File: src/hw/rtl/cst_pkg.sv
// ----------------------------------------------------------------------------
// C-subset token scanner package
// Shared types, token kind codes, character codes and character classes.
// ----------------------------------------------------------------------------
package cst_pkg;

    localparam int KIND_BITS  = 5;
    localparam int VALUE_BITS = 31;
    localparam int CHAR_BITS  = 8;
    localparam int KW_BITS    = 40;

    typedef logic [KIND_BITS-1:0]  t_kind;
    typedef logic [CHAR_BITS-1:0]  t_char;
    typedef logic [VALUE_BITS-1:0] t_value;

    typedef enum logic [1:0] {
        MODE_IDLE,
        MODE_OP,
        MODE_NUM,
        MODE_IDENT
    } t_mode;

    // Token kinds
    localparam t_kind K_EOF    = 5'd0;
    localparam t_kind K_PLUS   = 5'd1;
    localparam t_kind K_MINUS  = 5'd2;
    localparam t_kind K_STAR   = 5'd3;
    localparam t_kind K_SLASH  = 5'd4;
    localparam t_kind K_LPAREN = 5'd5;
    localparam t_kind K_RPAREN = 5'd6;
    localparam t_kind K_LBRACE = 5'd7;
    localparam t_kind K_RBRACE = 5'd8;
    localparam t_kind K_SEMI   = 5'd9;
    localparam t_kind K_COMMA  = 5'd10;
    localparam t_kind K_EQ     = 5'd11;
    localparam t_kind K_ASSIGN = 5'd12;
    localparam t_kind K_NE     = 5'd13;
    localparam t_kind K_GE     = 5'd14;
    localparam t_kind K_GT     = 5'd15;
    localparam t_kind K_LE     = 5'd16;
    localparam t_kind K_LT     = 5'd17;
    localparam t_kind K_NUM    = 5'd18;
    localparam t_kind K_IDENT  = 5'd19;
    localparam t_kind K_IF     = 5'd20;
    localparam t_kind K_ELSE   = 5'd21;
    localparam t_kind K_WHILE  = 5'd22;
    localparam t_kind K_DO     = 5'd23;
    localparam t_kind K_FOR    = 5'd24;
    localparam t_kind K_ERROR  = 5'd25;

    // Character codes
    localparam t_char CH_NUL    = 8'h00;
    localparam t_char CH_TAB    = 8'h09;
    localparam t_char CH_NL     = 8'h0A;
    localparam t_char CH_CR     = 8'h0D;
    localparam t_char CH_SPACE  = 8'h20;
    localparam t_char CH_BANG   = 8'h21;
    localparam t_char CH_LPAREN = 8'h28;
    localparam t_char CH_RPAREN = 8'h29;
    localparam t_char CH_STAR   = 8'h2A;
    localparam t_char CH_PLUS   = 8'h2B;
    localparam t_char CH_COMMA  = 8'h2C;
    localparam t_char CH_MINUS  = 8'h2D;
    localparam t_char CH_SLASH  = 8'h2F;
    localparam t_char CH_0      = 8'h30;
    localparam t_char CH_9      = 8'h39;
    localparam t_char CH_SEMI   = 8'h3B;
    localparam t_char CH_LT     = 8'h3C;
    localparam t_char CH_EQ     = 8'h3D;
    localparam t_char CH_GT     = 8'h3E;
    localparam t_char CH_UC_A   = 8'h41;
    localparam t_char CH_UC_Z   = 8'h5A;
    localparam t_char CH_USCORE = 8'h5F;
    localparam t_char CH_LC_A   = 8'h61;
    localparam t_char CH_LC_Z   = 8'h7A;
    localparam t_char CH_LBRACE = 8'h7B;
    localparam t_char CH_RBRACE = 8'h7D;

    // Keywords, packed oldest byte high
    localparam logic [KW_BITS-1:0] KW_IF    = 40'h00_0000_6966;
    localparam logic [KW_BITS-1:0] KW_ELSE  = 40'h00_656C_7365;
    localparam logic [KW_BITS-1:0] KW_WHILE = 40'h77_6869_6C65;
    localparam logic [KW_BITS-1:0] KW_DO    = 40'h00_0000_646F;
    localparam logic [KW_BITS-1:0] KW_FOR   = 40'h00_0066_6F72;

    localparam t_value NUM_MAX = 31'h7FFF_FFFF;

    function automatic logic is_digit(input t_char c);
        return (c >= CH_0) && (c <= CH_9);
    endfunction

    function automatic logic is_letter(input t_char c);
        return ((c >= CH_UC_A) && (c <= CH_UC_Z)) ||
               ((c >= CH_LC_A) && (c <= CH_LC_Z)) || (c == CH_USCORE);
    endfunction

    function automatic logic is_blank(input t_char c);
        return (c == CH_NUL) || (c == CH_SPACE) || ((c >= CH_TAB) && (c <= CH_CR));
    endfunction

    function automatic logic is_op_start(input t_char c);
        return (c == CH_EQ) || (c == CH_BANG) || (c == CH_GT) || (c == CH_LT);
    endfunction

    function automatic logic is_single(input t_char c);
        return (c == CH_PLUS) || (c == CH_MINUS) || (c == CH_STAR) ||
               (c == CH_SLASH) || (c == CH_LPAREN) || (c == CH_RPAREN) ||
               (c == CH_LBRACE) || (c == CH_RBRACE) || (c == CH_SEMI) ||
               (c == CH_COMMA);
    endfunction

    function automatic t_kind single_kind(input t_char c);
        t_kind k;
        unique case (c)
            CH_PLUS:   k = K_PLUS;
            CH_MINUS:  k = K_MINUS;
            CH_STAR:   k = K_STAR;
            CH_SLASH:  k = K_SLASH;
            CH_LPAREN: k = K_LPAREN;
            CH_RPAREN: k = K_RPAREN;
            CH_LBRACE: k = K_LBRACE;
            CH_RBRACE: k = K_RBRACE;
            CH_SEMI:   k = K_SEMI;
            CH_COMMA:  k = K_COMMA;
            default:   k = K_ERROR;
        endcase
        return k;
    endfunction

endpackage

File: src/hw/rtl/cst_scanner.sv
// ----------------------------------------------------------------------------
// C-subset token scanner core
// Scan state plus one pass of next-state logic; emits up to two tokens per item.
// ----------------------------------------------------------------------------
module cst_scanner
    import cst_pkg::*;
#(
    parameter int LINE_BITS   = 16,
    parameter int COLUMN_BITS = 12,
    localparam int TOKEN_BITS = KIND_BITS + VALUE_BITS + LINE_BITS + 2*COLUMN_BITS + 1
) (
    input  logic                  i_clk,
    input  logic                  i_rst_n,
    input  logic                  i_go,
    input  t_char                 i_char_code,
    input  logic                  i_end_of_input,
    output logic [1:0]            o_push_count,
    output logic [TOKEN_BITS-1:0] o_token_first,
    output logic [TOKEN_BITS-1:0] o_token_second
);

    localparam logic [LINE_BITS-1:0]   LINE_MAX = '1;
    localparam logic [COLUMN_BITS-1:0] COL_MAX  = '1;

    t_mode                  r_mode,       n_mode;
    t_char                  r_first_char, n_first_char;
    t_value                 r_number,     n_number;
    logic [KW_BITS-1:0]     r_prefix,     n_prefix;
    logic [LINE_BITS-1:0]   r_line,       n_line;
    logic [COLUMN_BITS-1:0] r_col,        n_col;
    logic [COLUMN_BITS-1:0] r_start,      n_start;
    logic [COLUMN_BITS-1:0] r_count,      n_count;

    logic [COLUMN_BITS-1:0] col_inc;
    logic [COLUMN_BITS-1:0] count_inc;
    logic [LINE_BITS-1:0]   line_inc;
    logic [VALUE_BITS+3:0]  num_wide;
    t_value                 num_next;
    t_value                 digit_value;
    t_kind                  ident_kind;
    t_kind                  fl_kind;
    t_value                 fl_value;
    logic [COLUMN_BITS-1:0] fl_len;
    logic                   fl_v;
    logic                   nw_v;
    t_kind                  nw_kind;
    logic [COLUMN_BITS-1:0] nw_col;
    logic [COLUMN_BITS-1:0] nw_len;
    logic [TOKEN_BITS-1:0]  flush_token;
    logic [TOKEN_BITS-1:0]  new_token;

    assign col_inc   = (r_col == COL_MAX) ? r_col : r_col + 1'b1;
    assign count_inc = (r_count == COL_MAX) ? r_count : r_count + 1'b1;
    assign line_inc  = (r_line == LINE_MAX) ? r_line : r_line + 1'b1;

    // acc * 10 + digit, saturated
    assign digit_value = VALUE_BITS'(i_char_code - CH_0);
    assign num_wide = {1'b0, r_number, 3'b000} + {3'b000, r_number, 1'b0}
                    + {4'b0000, digit_value};
    assign num_next = (num_wide > {4'b0000, NUM_MAX}) ? NUM_MAX : num_wide[VALUE_BITS-1:0];

    always_comb begin
        if (r_count == COLUMN_BITS'(2) && r_prefix == KW_IF) begin
            ident_kind = K_IF;
        end else if (r_count == COLUMN_BITS'(4) && r_prefix == KW_ELSE) begin
            ident_kind = K_ELSE;
        end else if (r_count == COLUMN_BITS'(5) && r_prefix == KW_WHILE) begin
            ident_kind = K_WHILE;
        end else if (r_count == COLUMN_BITS'(2) && r_prefix == KW_DO) begin
            ident_kind = K_DO;
        end else if (r_count == COLUMN_BITS'(3) && r_prefix == KW_FOR) begin
            ident_kind = K_FOR;
        end else begin
            ident_kind = K_IDENT;
        end
    end

    // Pending token as it stands if nothing extends it
    always_comb begin
        fl_value = '0;
        fl_len   = r_count;
        unique case (r_mode)
            MODE_OP: begin
                fl_len = COLUMN_BITS'(1);
                if (r_first_char == CH_EQ) begin
                    fl_kind = K_ASSIGN;
                end else if (r_first_char == CH_GT) begin
                    fl_kind = K_GT;
                end else if (r_first_char == CH_LT) begin
                    fl_kind = K_LT;
                end else begin
                    fl_kind = K_ERROR;
                end
            end
            MODE_NUM: begin
                fl_kind  = K_NUM;
                fl_value = r_number;
            end
            MODE_IDENT: fl_kind = ident_kind;
            default:    fl_kind = K_EOF;
        endcase
    end

    always_comb begin
        n_mode       = r_mode;
        n_first_char = r_first_char;
        n_number     = r_number;
        n_prefix     = r_prefix;
        n_line       = r_line;
        n_col        = r_col;
        n_start      = r_start;
        n_count      = r_count;
        fl_v         = 1'b0;
        nw_v         = 1'b0;
        nw_kind      = K_EOF;
        nw_col       = r_col;
        nw_len       = COLUMN_BITS'(1);

        if (i_end_of_input) begin
            fl_v         = (r_mode != MODE_IDLE);
            nw_v         = 1'b1;
            nw_len       = '0;
            n_mode       = MODE_IDLE;
            n_first_char = '0;
            n_number     = '0;
            n_prefix     = '0;
            n_count      = '0;
        end else if (r_mode == MODE_OP && i_char_code == CH_EQ) begin
            nw_v   = 1'b1;
            nw_col = r_start;
            nw_len = COLUMN_BITS'(2);
            if (r_first_char == CH_BANG) begin
                nw_kind = K_NE;
            end else if (r_first_char == CH_GT) begin
                nw_kind = K_GE;
            end else if (r_first_char == CH_LT) begin
                nw_kind = K_LE;
            end else begin
                nw_kind = K_EQ;
            end
            n_mode       = MODE_IDLE;
            n_first_char = '0;
            n_count      = '0;
            n_col        = col_inc;
        end else if (r_mode == MODE_NUM && is_digit(i_char_code)) begin
            n_number = num_next;
            n_count  = count_inc;
            n_col    = col_inc;
        end else if (r_mode == MODE_IDENT &&
                     (is_letter(i_char_code) || is_digit(i_char_code))) begin
            // keep only the first five bytes for keyword matching
            if (r_count < COLUMN_BITS'(5)) begin
                n_prefix = {r_prefix[KW_BITS-CHAR_BITS-1:0], i_char_code};
            end
            n_count = count_inc;
            n_col   = col_inc;
        end else begin
            fl_v         = (r_mode != MODE_IDLE);
            n_mode       = MODE_IDLE;
            n_first_char = '0;
            n_number     = '0;
            n_prefix     = '0;
            n_count      = '0;
            priority if (i_char_code == CH_NL) begin
                n_line = line_inc;
                n_col  = '0;
            end else if (is_blank(i_char_code)) begin
                n_col = col_inc;
            end else if (is_single(i_char_code)) begin
                nw_v    = 1'b1;
                nw_kind = single_kind(i_char_code);
                n_col   = col_inc;
            end else if (is_op_start(i_char_code)) begin
                n_mode       = MODE_OP;
                n_first_char = i_char_code;
                n_start      = r_col;
                n_count      = COLUMN_BITS'(1);
                n_col        = col_inc;
            end else if (is_digit(i_char_code)) begin
                n_mode   = MODE_NUM;
                n_number = digit_value;
                n_start  = r_col;
                n_count  = COLUMN_BITS'(1);
                n_col    = col_inc;
            end else if (is_letter(i_char_code)) begin
                n_mode   = MODE_IDENT;
                n_prefix = KW_BITS'(i_char_code);
                n_start  = r_col;
                n_count  = COLUMN_BITS'(1);
                n_col    = col_inc;
            end else begin
                nw_v    = 1'b1;
                nw_kind = K_ERROR;
                n_col   = col_inc;
            end
        end
    end

    // Field order: kind, value, line, column, length, last
    assign flush_token = {fl_kind, fl_value, r_line, r_start, fl_len, ~nw_v};
    assign new_token   = {nw_kind, t_value'(0), r_line, nw_col, nw_len, 1'b1};

    assign o_token_first  = fl_v ? flush_token : new_token;
    assign o_token_second = new_token;
    assign o_push_count   = i_go ? ({1'b0, fl_v} + {1'b0, nw_v}) : 2'd0;

    always_ff @(posedge i_clk) begin
        if (!i_rst_n) begin
            r_mode       <= MODE_IDLE;
            r_first_char <= '0;
            r_number     <= '0;
            r_prefix     <= '0;
            r_line       <= LINE_BITS'(1);
            r_col        <= '0;
            r_start      <= '0;
            r_count      <= '0;
        end else if (i_go) begin
            r_mode       <= n_mode;
            r_first_char <= n_first_char;
            r_number     <= n_number;
            r_prefix     <= n_prefix;
            r_line       <= n_line;
            r_col        <= n_col;
            r_start      <= n_start;
            r_count      <= n_count;
        end
    end

endmodule

File: src/hw/rtl/cst_token_fifo.sv
// ----------------------------------------------------------------------------
// C-subset token scanner result queue
// Small queue that takes up to two tokens per cycle and hands out one.
// ----------------------------------------------------------------------------
module cst_token_fifo
    import cst_pkg::*;
#(
    parameter int DATA_BITS = 8,
    parameter int DEPTH     = 4,
    localparam int PTR_BITS = (DEPTH > 1) ? $clog2(DEPTH) : 1,
    localparam int CNT_BITS = $clog2(DEPTH + 1)
) (
    input  logic                 i_clk,
    input  logic                 i_rst_n,
    input  logic [1:0]           i_push_count,
    input  logic [DATA_BITS-1:0] i_data_first,
    input  logic [DATA_BITS-1:0] i_data_second,
    output logic                 o_room_for_two,
    output logic                 o_valid,
    output logic [DATA_BITS-1:0] o_data,
    input  logic                 i_ready
);

    localparam logic [PTR_BITS-1:0] PTR_LAST = PTR_BITS'(DEPTH - 1);

    logic [DATA_BITS-1:0] r_mem [DEPTH];
    logic [PTR_BITS-1:0]  r_wr_ptr, n_wr_ptr;
    logic [PTR_BITS-1:0]  r_rd_ptr, n_rd_ptr;
    logic [CNT_BITS-1:0]  r_count,  n_count;
    logic [PTR_BITS-1:0]  wr_ptr_next;
    logic                 pop;

    function automatic logic [PTR_BITS-1:0] ptr_inc(input logic [PTR_BITS-1:0] p);
        return (p == PTR_LAST) ? '0 : p + 1'b1;
    endfunction

    assign wr_ptr_next    = ptr_inc(r_wr_ptr);
    assign pop            = o_valid && i_ready;
    assign o_valid        = (r_count != '0);
    assign o_data         = r_mem[r_rd_ptr];
    assign o_room_for_two = (r_count <= CNT_BITS'(DEPTH - 2));

    always_comb begin
        n_rd_ptr = pop ? ptr_inc(r_rd_ptr) : r_rd_ptr;
        if (i_push_count == 2'd2) begin
            n_wr_ptr = ptr_inc(wr_ptr_next);
        end else if (i_push_count == 2'd1) begin
            n_wr_ptr = wr_ptr_next;
        end else begin
            n_wr_ptr = r_wr_ptr;
        end
        n_count = r_count + CNT_BITS'(i_push_count) - CNT_BITS'(pop);
    end

    always_ff @(posedge i_clk) begin
        if (i_push_count != 2'd0) begin
            r_mem[r_wr_ptr] <= i_data_first;
        end
        if (i_push_count == 2'd2) begin
            r_mem[wr_ptr_next] <= i_data_second;
        end
    end

    always_ff @(posedge i_clk) begin
        if (!i_rst_n) begin
            r_wr_ptr <= '0;
            r_rd_ptr <= '0;
            r_count  <= '0;
        end else begin
            r_wr_ptr <= n_wr_ptr;
            r_rd_ptr <= n_rd_ptr;
            r_count  <= n_count;
        end
    end

endmodule

File: src/hw/rtl/c_subset_token_scanner.sv
// ----------------------------------------------------------------------------
// C-subset token scanner
// Byte-stream lexer for a small C subset with a valid/ready item interface.
// ----------------------------------------------------------------------------
// Each input item is one source byte or an end-of-input mark. An item is
// registered, then scanned once the queue has room for two tokens, and its
// tokens (none, one or two) are written into a four-entry result queue; the
// head of the queue drives the output port once a token is written. The
// block accepts one item per cycle as long as the output side takes tokens;
// since the output port moves one token per cycle, an item that flushes a
// pending token and emits a new one fills two queue entries, and input ready
// drops while an item waits in the input register and the queue has fewer
// than two free entries. Numbers, identifiers and operators that may grow
// (=, !, <, >) are held until a byte arrives that ends them, so their token
// leaves with the item that follows. Line, column and length saturate at
// LINE_BITS and COLUMN_BITS all-ones.
// ----------------------------------------------------------------------------
module c_subset_token_scanner
    import cst_pkg::*;
#(
    parameter int LINE_BITS   = 16,
    parameter int COLUMN_BITS = 12
) (
    input  logic                   i_clk,
    input  logic                   i_rst_n,
    input  logic                   i_in_valid,
    output logic                   o_in_ready,
    input  logic [7:0]             i_char_code,
    input  logic                   i_end_of_input,
    output logic                   o_out_valid,
    input  logic                   i_out_ready,
    output logic [4:0]             o_token_kind,
    output logic [30:0]            o_number_value,
    output logic [LINE_BITS-1:0]   o_line_number,
    output logic [COLUMN_BITS-1:0] o_start_column,
    output logic [COLUMN_BITS-1:0] o_token_length,
    output logic                   o_last
);

    localparam int TOKEN_BITS = KIND_BITS + VALUE_BITS + LINE_BITS + 2*COLUMN_BITS + 1;
    localparam int QUEUE_DEPTH = 4;

    logic                  r_in_valid;
    t_char                 r_char;
    logic                  r_eoi;
    logic                  core_go;
    logic                  room_for_two;
    logic [1:0]            push_count;
    logic [TOKEN_BITS-1:0] token_first;
    logic [TOKEN_BITS-1:0] token_second;
    logic [TOKEN_BITS-1:0] token_out;

    assign core_go    = r_in_valid && room_for_two;
    assign o_in_ready = !r_in_valid || core_go;

    always_ff @(posedge i_clk) begin
        if (!i_rst_n) begin
            r_in_valid <= 1'b0;
        end else if (i_in_valid && o_in_ready) begin
            r_in_valid <= 1'b1;
        end else if (core_go) begin
            r_in_valid <= 1'b0;
        end
    end

    // hold the item until the scanner takes it
    always_ff @(posedge i_clk) begin
        if (i_in_valid && o_in_ready) begin
            r_char <= i_char_code;
            r_eoi  <= i_end_of_input;
        end
    end

    cst_scanner #(
        .LINE_BITS   (LINE_BITS),
        .COLUMN_BITS (COLUMN_BITS)
    ) u_scanner (
        .i_clk          (i_clk),
        .i_rst_n        (i_rst_n),
        .i_go           (core_go),
        .i_char_code    (r_char),
        .i_end_of_input (r_eoi),
        .o_push_count   (push_count),
        .o_token_first  (token_first),
        .o_token_second (token_second)
    );

    cst_token_fifo #(
        .DATA_BITS (TOKEN_BITS),
        .DEPTH     (QUEUE_DEPTH)
    ) u_token_fifo (
        .i_clk          (i_clk),
        .i_rst_n        (i_rst_n),
        .i_push_count   (push_count),
        .i_data_first   (token_first),
        .i_data_second  (token_second),
        .o_room_for_two (room_for_two),
        .o_valid        (o_out_valid),
        .o_data         (token_out),
        .i_ready        (i_out_ready)
    );

    assign {o_token_kind, o_number_value, o_line_number,
            o_start_column, o_token_length, o_last} = token_out;

endmodule
File: config.mk
export PLATFORM = sky130hd
export DESIGN_NAME = c_subset_token_scanner
export DESIGN_NICKNAME = d
export VERILOG_FILES = /design/src/hw/rtl/cst_pkg.sv /design/src/hw/rtl/cst_scanner.sv /design/src/hw/rtl/cst_token_fifo.sv /design/src/hw/rtl/c_subset_token_scanner.sv
export SDC_FILE = /design/constraint.sdc
export NUM_CORES = 1
export LEC_CHECK = 0
export BUFFER_PORTS_ARGS = -buffer_cell sky130_fd_sc_hd__buf_2
export CAP_MARGIN = 25
export CORE_UTILIZATION = 45
export DETAILED_ROUTE_END_ITERATION = 10
export PLACE_DENSITY = 0.62
export SLEW_MARGIN = 0
export SYNTH_ARGS = -nofsm -noshare
export SYNTH_HDL_FRONTEND = slang
export SYNTH_HIERARCHICAL = 1
export SYNTH_SLANG_ARGS = --single-unit
File: constraint.sdc
create_clock -name i_clk -period 9 [get_ports i_clk]
set_input_delay 0.45 -clock i_clk [delete_from_list [all_inputs] [get_ports i_clk]]
set_output_delay 0.45 -clock i_clk [all_outputs]
set_load 0.1 [all_outputs]
* Word level (Yosys, flattened, before mapping)
Memory sizes are Yosys's and may differ from the RTL's. A register that Yosys moved wholly into a read port is not among the register bits.
Cells that the tools add are included.
** Word-level totals
- Flip-flop bits (word level) :: 150
- Latch bits :: 0
- Memory bits (writable) :: 308
- Memory bits (read-only) :: 0
- Bits of input ports :: 13
- Output and inout port bits :: 79
- Word-level logic and storage cells :: 257
- Memories :: 1
** Memories
- u_token_fifo.r_mem :: words 4, width 77, rd ports 1, clocked after Yosys merged registers in 1, wr ports 2, line cst_token_fifo.sv:26 : logic [DATA_BITS-1:0] r_mem [DEPTH];
** Operators by class
- $add $sub $neg :: 12
- Multipliers :: 0
- Divide/modulo/power cells :: 0
- Order comparisons :: 11
- Eq/ne operators :: 47
- Shift operators :: 0
- Mux-type cells :: 116
- Bitwise gates (word level) :: 9
- Reductions and logical operators :: 47
** Operators by type and width (count)
- 40-bit two-way mux :: 10
- 31-bit two-way mux :: 11
- 12-bit two-way mux :: 22
- 8-bit by 6-bit equality test with 1-bit output (second input constant) :: 17
- 5-bit two-way mux :: 19
- 40-bit by 15-bit equality test with 1-bit output (second input constant) :: 2
- 77-bit two-way mux :: 1
- 8-bit two-way mux :: 9
- 5-bit case mux with 10 select lines :: 1
- 40-bit by 23-bit equality test with 1-bit output (second input constant) :: 1
- 40-bit by 31-bit equality test with 1-bit output (second input constant) :: 1
- 40-bit by 39-bit equality test with 1-bit output (second input constant) :: 1
- 2-bit two-way mux :: 19
- 34-bit by 32-bit adder with 35-bit output :: 1
- 35-bit by 31-bit adder with 35-bit output :: 1
- 35-bit by 31-bit > comparator with 1-bit output (second input constant) :: 1
- 12-bit by 1-bit adder with 12-bit output (second input constant) :: 2
- 12-bit equality test (second input constant) :: 2
- 12-bit by 2-bit equality test with 1-bit output (second input constant) :: 2
- 12-bit by 3-bit equality test with 1-bit output (second input constant) :: 2
- 8-bit by 7-bit equality test with 1-bit output (second input constant) :: 3
- 1-bit two-way mux :: 21
- 1-bit logical OR :: 18
- 16-bit by 1-bit adder with 16-bit output (second input constant) :: 1
- other kinds (33) :: 74

* Longest topological paths before layout
- Depth in word-level cells :: 22
- Gate-level depth with buffers :: 19
- Mapped depth without buffers :: 19

* By module
The synthesis kept the hierarchy.
** Modules (own cells, without submodules)
- cst_token_fifo :: instances 1, cells each 814, area each 15432.3 um2, sequential area each 9429.0 um2
- cst_scanner :: instances 1, cells each 1227, area each 10084.7 um2, sequential area each 2662.6 um2
- c_subset_token_scanner :: instances 1, cells each 15, area each 335.3 um2, sequential area each 290.3 um2

* Worst setup path before layout
Ideal clock, no wire load.
- Kind :: register to register
- Start :: reg r_char[5]
- End :: mem u_token_fifo/r_mem[1][0] in the netlist's numbering (enable)
- Setup time :: 619 ps
- Arrival time :: 8199 ps
- Data required time :: 8381 ps
- Path slack :: 183 ps
- Cell stages (with the launch flop) :: 17
- Path buffers :: 1
- Clock period less this slack :: 8817 ps
- Path through :: edfxtp_1 inv_1 ha_1 and3_1 a22oi_1 a31o_2 a31oi_1 o211a_1 or3_1 clkbuf_1 inv_2 ha_1 inv_1 nor2_1 inv_1 ha_1 o21ai_0
** RTL lines
- start, declared :: line c_subset_token_scanner.sv:44 : t_char r_char;
- start signal, assigned :: line c_subset_token_scanner.sv:69 : r_char <= i_char_code;
- end, declared :: line cst_token_fifo.sv:26

==> results.cfg <==
[cells_and_area]
drive_gt1_share_pct = 25.7
fin_util_pct = 50.0
finalNetCount = 2174
fin_cells = 2872
syn_to_final_growth_pct = 9.46

[critical_path]
reg2reg_slack_ps = 2570
reg2reg_to = u_token_fifo/r_mem[3][49]
r2r_cells = 15
r2r_start = r_char[2]
critPathKind = reg -> reg
cp-end-kind = flop
crit_required_ps = 9230
crit_path_start_kind = flop
critPathMaxFanout = 77
arrival_ps = 6660

[clock_tree]
cts_tree = done
cts_htree_levels = 2
cts_made_buffers = 51
cts_num_sinks = 460
clk_pin_slew_worst_paths_ps = 60
clk_path_buf_depth = 3
clkLatencyLatePin_ps = 610
root_buffer = clkbuf_16
cts_setup_buffers = 0
hold_buffers = 6
cts.repair.resized = 0

[synth]
synth-simple-area-share_pct = 9.51
synth.avg_cell_area_sq_um = 12.6
ys_seq_elements = 460
synth.cell_area_sq_um = 25900
synth_edf_count = 317
synthXorXnorAreaFrac_pct = 1.80
synthMuxAreaShare_pct = 21.3
yosysSeqAreaShare_pct = 47.9
async_flop_share_pct = 0
synth_top_flop_cell = edfxtp_1
yosys_warnings = 6
synth_compound_area_share_pct = 8.82
synth_top_family_by_area = multiplexers
synth_cell_type_count = 90
synth_fa_ha_area_share_pct = 5.13
netlist_instances = 2056

[placement]
routabilityCongestion = 0.894
dpl.hpwl_mm = 40.3
io_buffers = 91
dp.cells = 2769

[timing]
rsz0062_at_grt = false
fmax_mhz = 156
timing.slew.headroom_pct = 33.6
finalHoldViolations = 0
period_needed_ps = 6430
drv_slew = 0
setup_violations = 0
worst_pin_slew_ps = 992
fin_setup_tns_ps = 0
timing.final.crit_share_pct = 71.4
fin_worst_skew_ps = 21.8

[power_and_ir_drop]
power_density_nw_per_um2 = 229
p_leak_nw = 11.1
irDropWorstVdd_v = 0.000169

[grt]
antenna_found_initial = 2
grt_start_max_net_pins = 78
grt_pass1_wl_mm = 97.6
grt_pass1_vias = 16800
gr-total-overflow = 0
grt_usage_pct = 21.2

[hold_path]
hp-class = in -> reg
min_to = r_char[4]
hold_depth = 1
hp-start = i_char_code[4]

[drt]
wire_per_inst_um = 21.7
dr.pass1.iters = 5
wl_met1_mm = 28.5
routed-wl-met3_mm = 2.98
wl_met2_mm = 29.7
route.vias.total = 16700
wl_mm = 62.3
routed_via_density = 5.80
highest_layer = met4
drc = 0
dr.first_iter.drc_count = 1116
ant_nets = 0

[floorplanning]
die_x_um = 242
initial_core_util_pct = 45.7
row_count = 87
die_h_um = 242
ios = 92
die-area_sq_um = 58400
core-area_sq_um = 56600

[run_status]
status = finished, final reports clean

[flow_run]
drv_cap = 0
logic make-up (layout without fill, tap and decap cells):
logic type	Yosys count	in the layout
compound gates	315	315
xor+xnor	53	53
fa+ha+maj	88	88
other cells	2	43
mux	413	413
flops	460	460
simple gates	480	480
buf+inv	245	264
metal layers:
metal | GRT usage (%) | vias up
met5 | 0 | -
li1 | - | 7819
met3 | 2.40 | 73
met2 | 35.0 | 431
met4 | 5.23 | 0
met1 | 29.7 | 8330
placed cells by master, fill, tap and decap left out, types with 51 or more instances in the layout:
master / netlist / routed
edfxtp_1: 317 / 317
mux2_2: 233 / 233
dfxtp_1: 143 / 141
nand2_1: 130 / 130
buf_2: 40 / 91
mux2_1: 88 / 88
nor2_1: 86 / 85
mux4_2: 77 / 77
a21oi_1: 71 / 71
ha_1: 58 / 58
and3_1: 57 / 57
clkbuf_16: 0 / 51
state kept, by name (all words and copies together) (netlist names), 2 cells and up, named ones only:
| name | count |
|---|---|
| u_token_fifo/r_count | 3 |
| u_token_fifo/r_wr_ptr | 2 |
| u_token_fifo/r_mem | 308 |
| u_scanner/r_mode | 2 |
| u_scanner/r_line | 16 |
| u_scanner/r_number | 31 |
| u_token_fifo/r_rd_ptr | 2 |
| r_char | 8 |
| u_scanner/r_prefix | 40 |
| u_scanner/r_col | 12 |
| u_scanner/r_start | 12 |
| u_scanner/r_count | 12 |
| u_scanner/r_first_char | 8 |
cell type report:
type / count / area [sq um]
inverters: 48 / 180
clock inverters: 27 / 335
well taps: 756 / 946
multi-input cells: 1391 / 12300
diodes: 1 / 2.50
flip-flops and latches: 460 / 12400
fillers: 4944 / 28300
repair buffers: 121 / 781
clock buffers: 68 / 1400
Yosys cell counts, types with 6 or more instances:
master / number / area share, %
dfxtp_1: 143 / 11
a32o_1: 8 / 0.31
a211oi_1: 16 / 0.46
a21o_1: 11 / 0.32
and3_1: 57 / 1.4
a221o_1: 21 / 0.81
mux2_2: 233 / 10
nand2_1: 130 / 1.9
buf_6: 10 / 0.44
a22oi_1: 11 / 0.32
edfxtp_1: 317 / 37
a211o_1: 6 / 0.20
o21ai_1: 6 / 0.12
a31oi_1: 9 / 0.22
o211ai_1: 13 / 0.38
buf_2: 40 / 0.77
xor2_1: 23 / 0.78
clkbuf_1: 52 / 0.76
o21ai_0: 41 / 0.79
nor3_1: 32 / 0.62
mux2i_1: 15 / 0.58
nand2b_1: 6 / 0.15
nand4_1: 32 / 0.77
or4_1: 11 / 0.32
nand3_1: 44 / 0.85
a21oi_1: 71 / 1.4
nor4_1: 13 / 0.31
and2_1: 20 / 0.48
xnor2_1: 30 / 1.0
mux4_2: 77 / 6.7
ha_1: 58 / 2.8
or3_1: 8 / 0.19
a22o_1: 33 / 1.1
nor2b_1: 7 / 0.17
inv_1: 46 / 0.67
o31ai_1: 17 / 0.49
buf_4: 87 / 2.5
a31o_2: 8 / 0.27
nor2_1: 86 / 1.2
mux2_1: 88 / 3.8
fa_1: 30 / 2.3
worst max-delay path, cell delays in order, from the launching register on:
cell	delay, ps
edfxtp_1	830
nor2_1	220
a31oi_1	220
o22ai_1	130
a31oi_1	430
o211a_1	470
or3_1	740
inv_2	180
ha_1	330
and2_1	180
inv_1	90
ha_1	470
nand2_4	610
buf_4	530
o21ai_4	130
buf_12	430
power by group:
group          total (mW)  switching [mW]  internal [mW]
clock                2.15           0.874           1.27
sequential           2.43          0.0716           2.36
combinational        1.89            1.47          0.418
stage by stage:
step / hold slack (ps) / worst slack [ps] / cell area (sq um) / power, mW
global route: 10.2 / 2170 / 28300 / 6.69
global placement: 458 / 2650 / 26400 / 4.35
detailed placement: 468 / 2590 / 26500 / 4.38
CTS: 3.41 / 2550 / 28300 / 6.54
floorplan: 449 / 183 / 26000 / 4.08
finish: 33.1 / 2570 / 28300 / 6.47
how the worst max path moves through the flow:
| stage | start | depth (start not counted) | slack [ps] | end |
|---|---|---|---|---|
| floorplan | r_char[5] | 16 | 180 | u_token_fifo/r_mem[1][0] |
| global placement | r_char[2] | 15 | 2650 | u_token_fifo/r_mem[1][17] |
| detailed placement | r_char[2] | 15 | 2590 | u_token_fifo/r_mem[3][3] |
| CTS | r_char[2] | 15 | 2550 | u_token_fifo/r_mem[3][57] |
| global route | r_char[2] | 15 | 2170 | u_token_fifo/r_mem[3][57] |
| finish | r_char[2] | 15 | 2570 | u_token_fifo/r_mem[3][49] |
(Power assumes the default switching activity.)
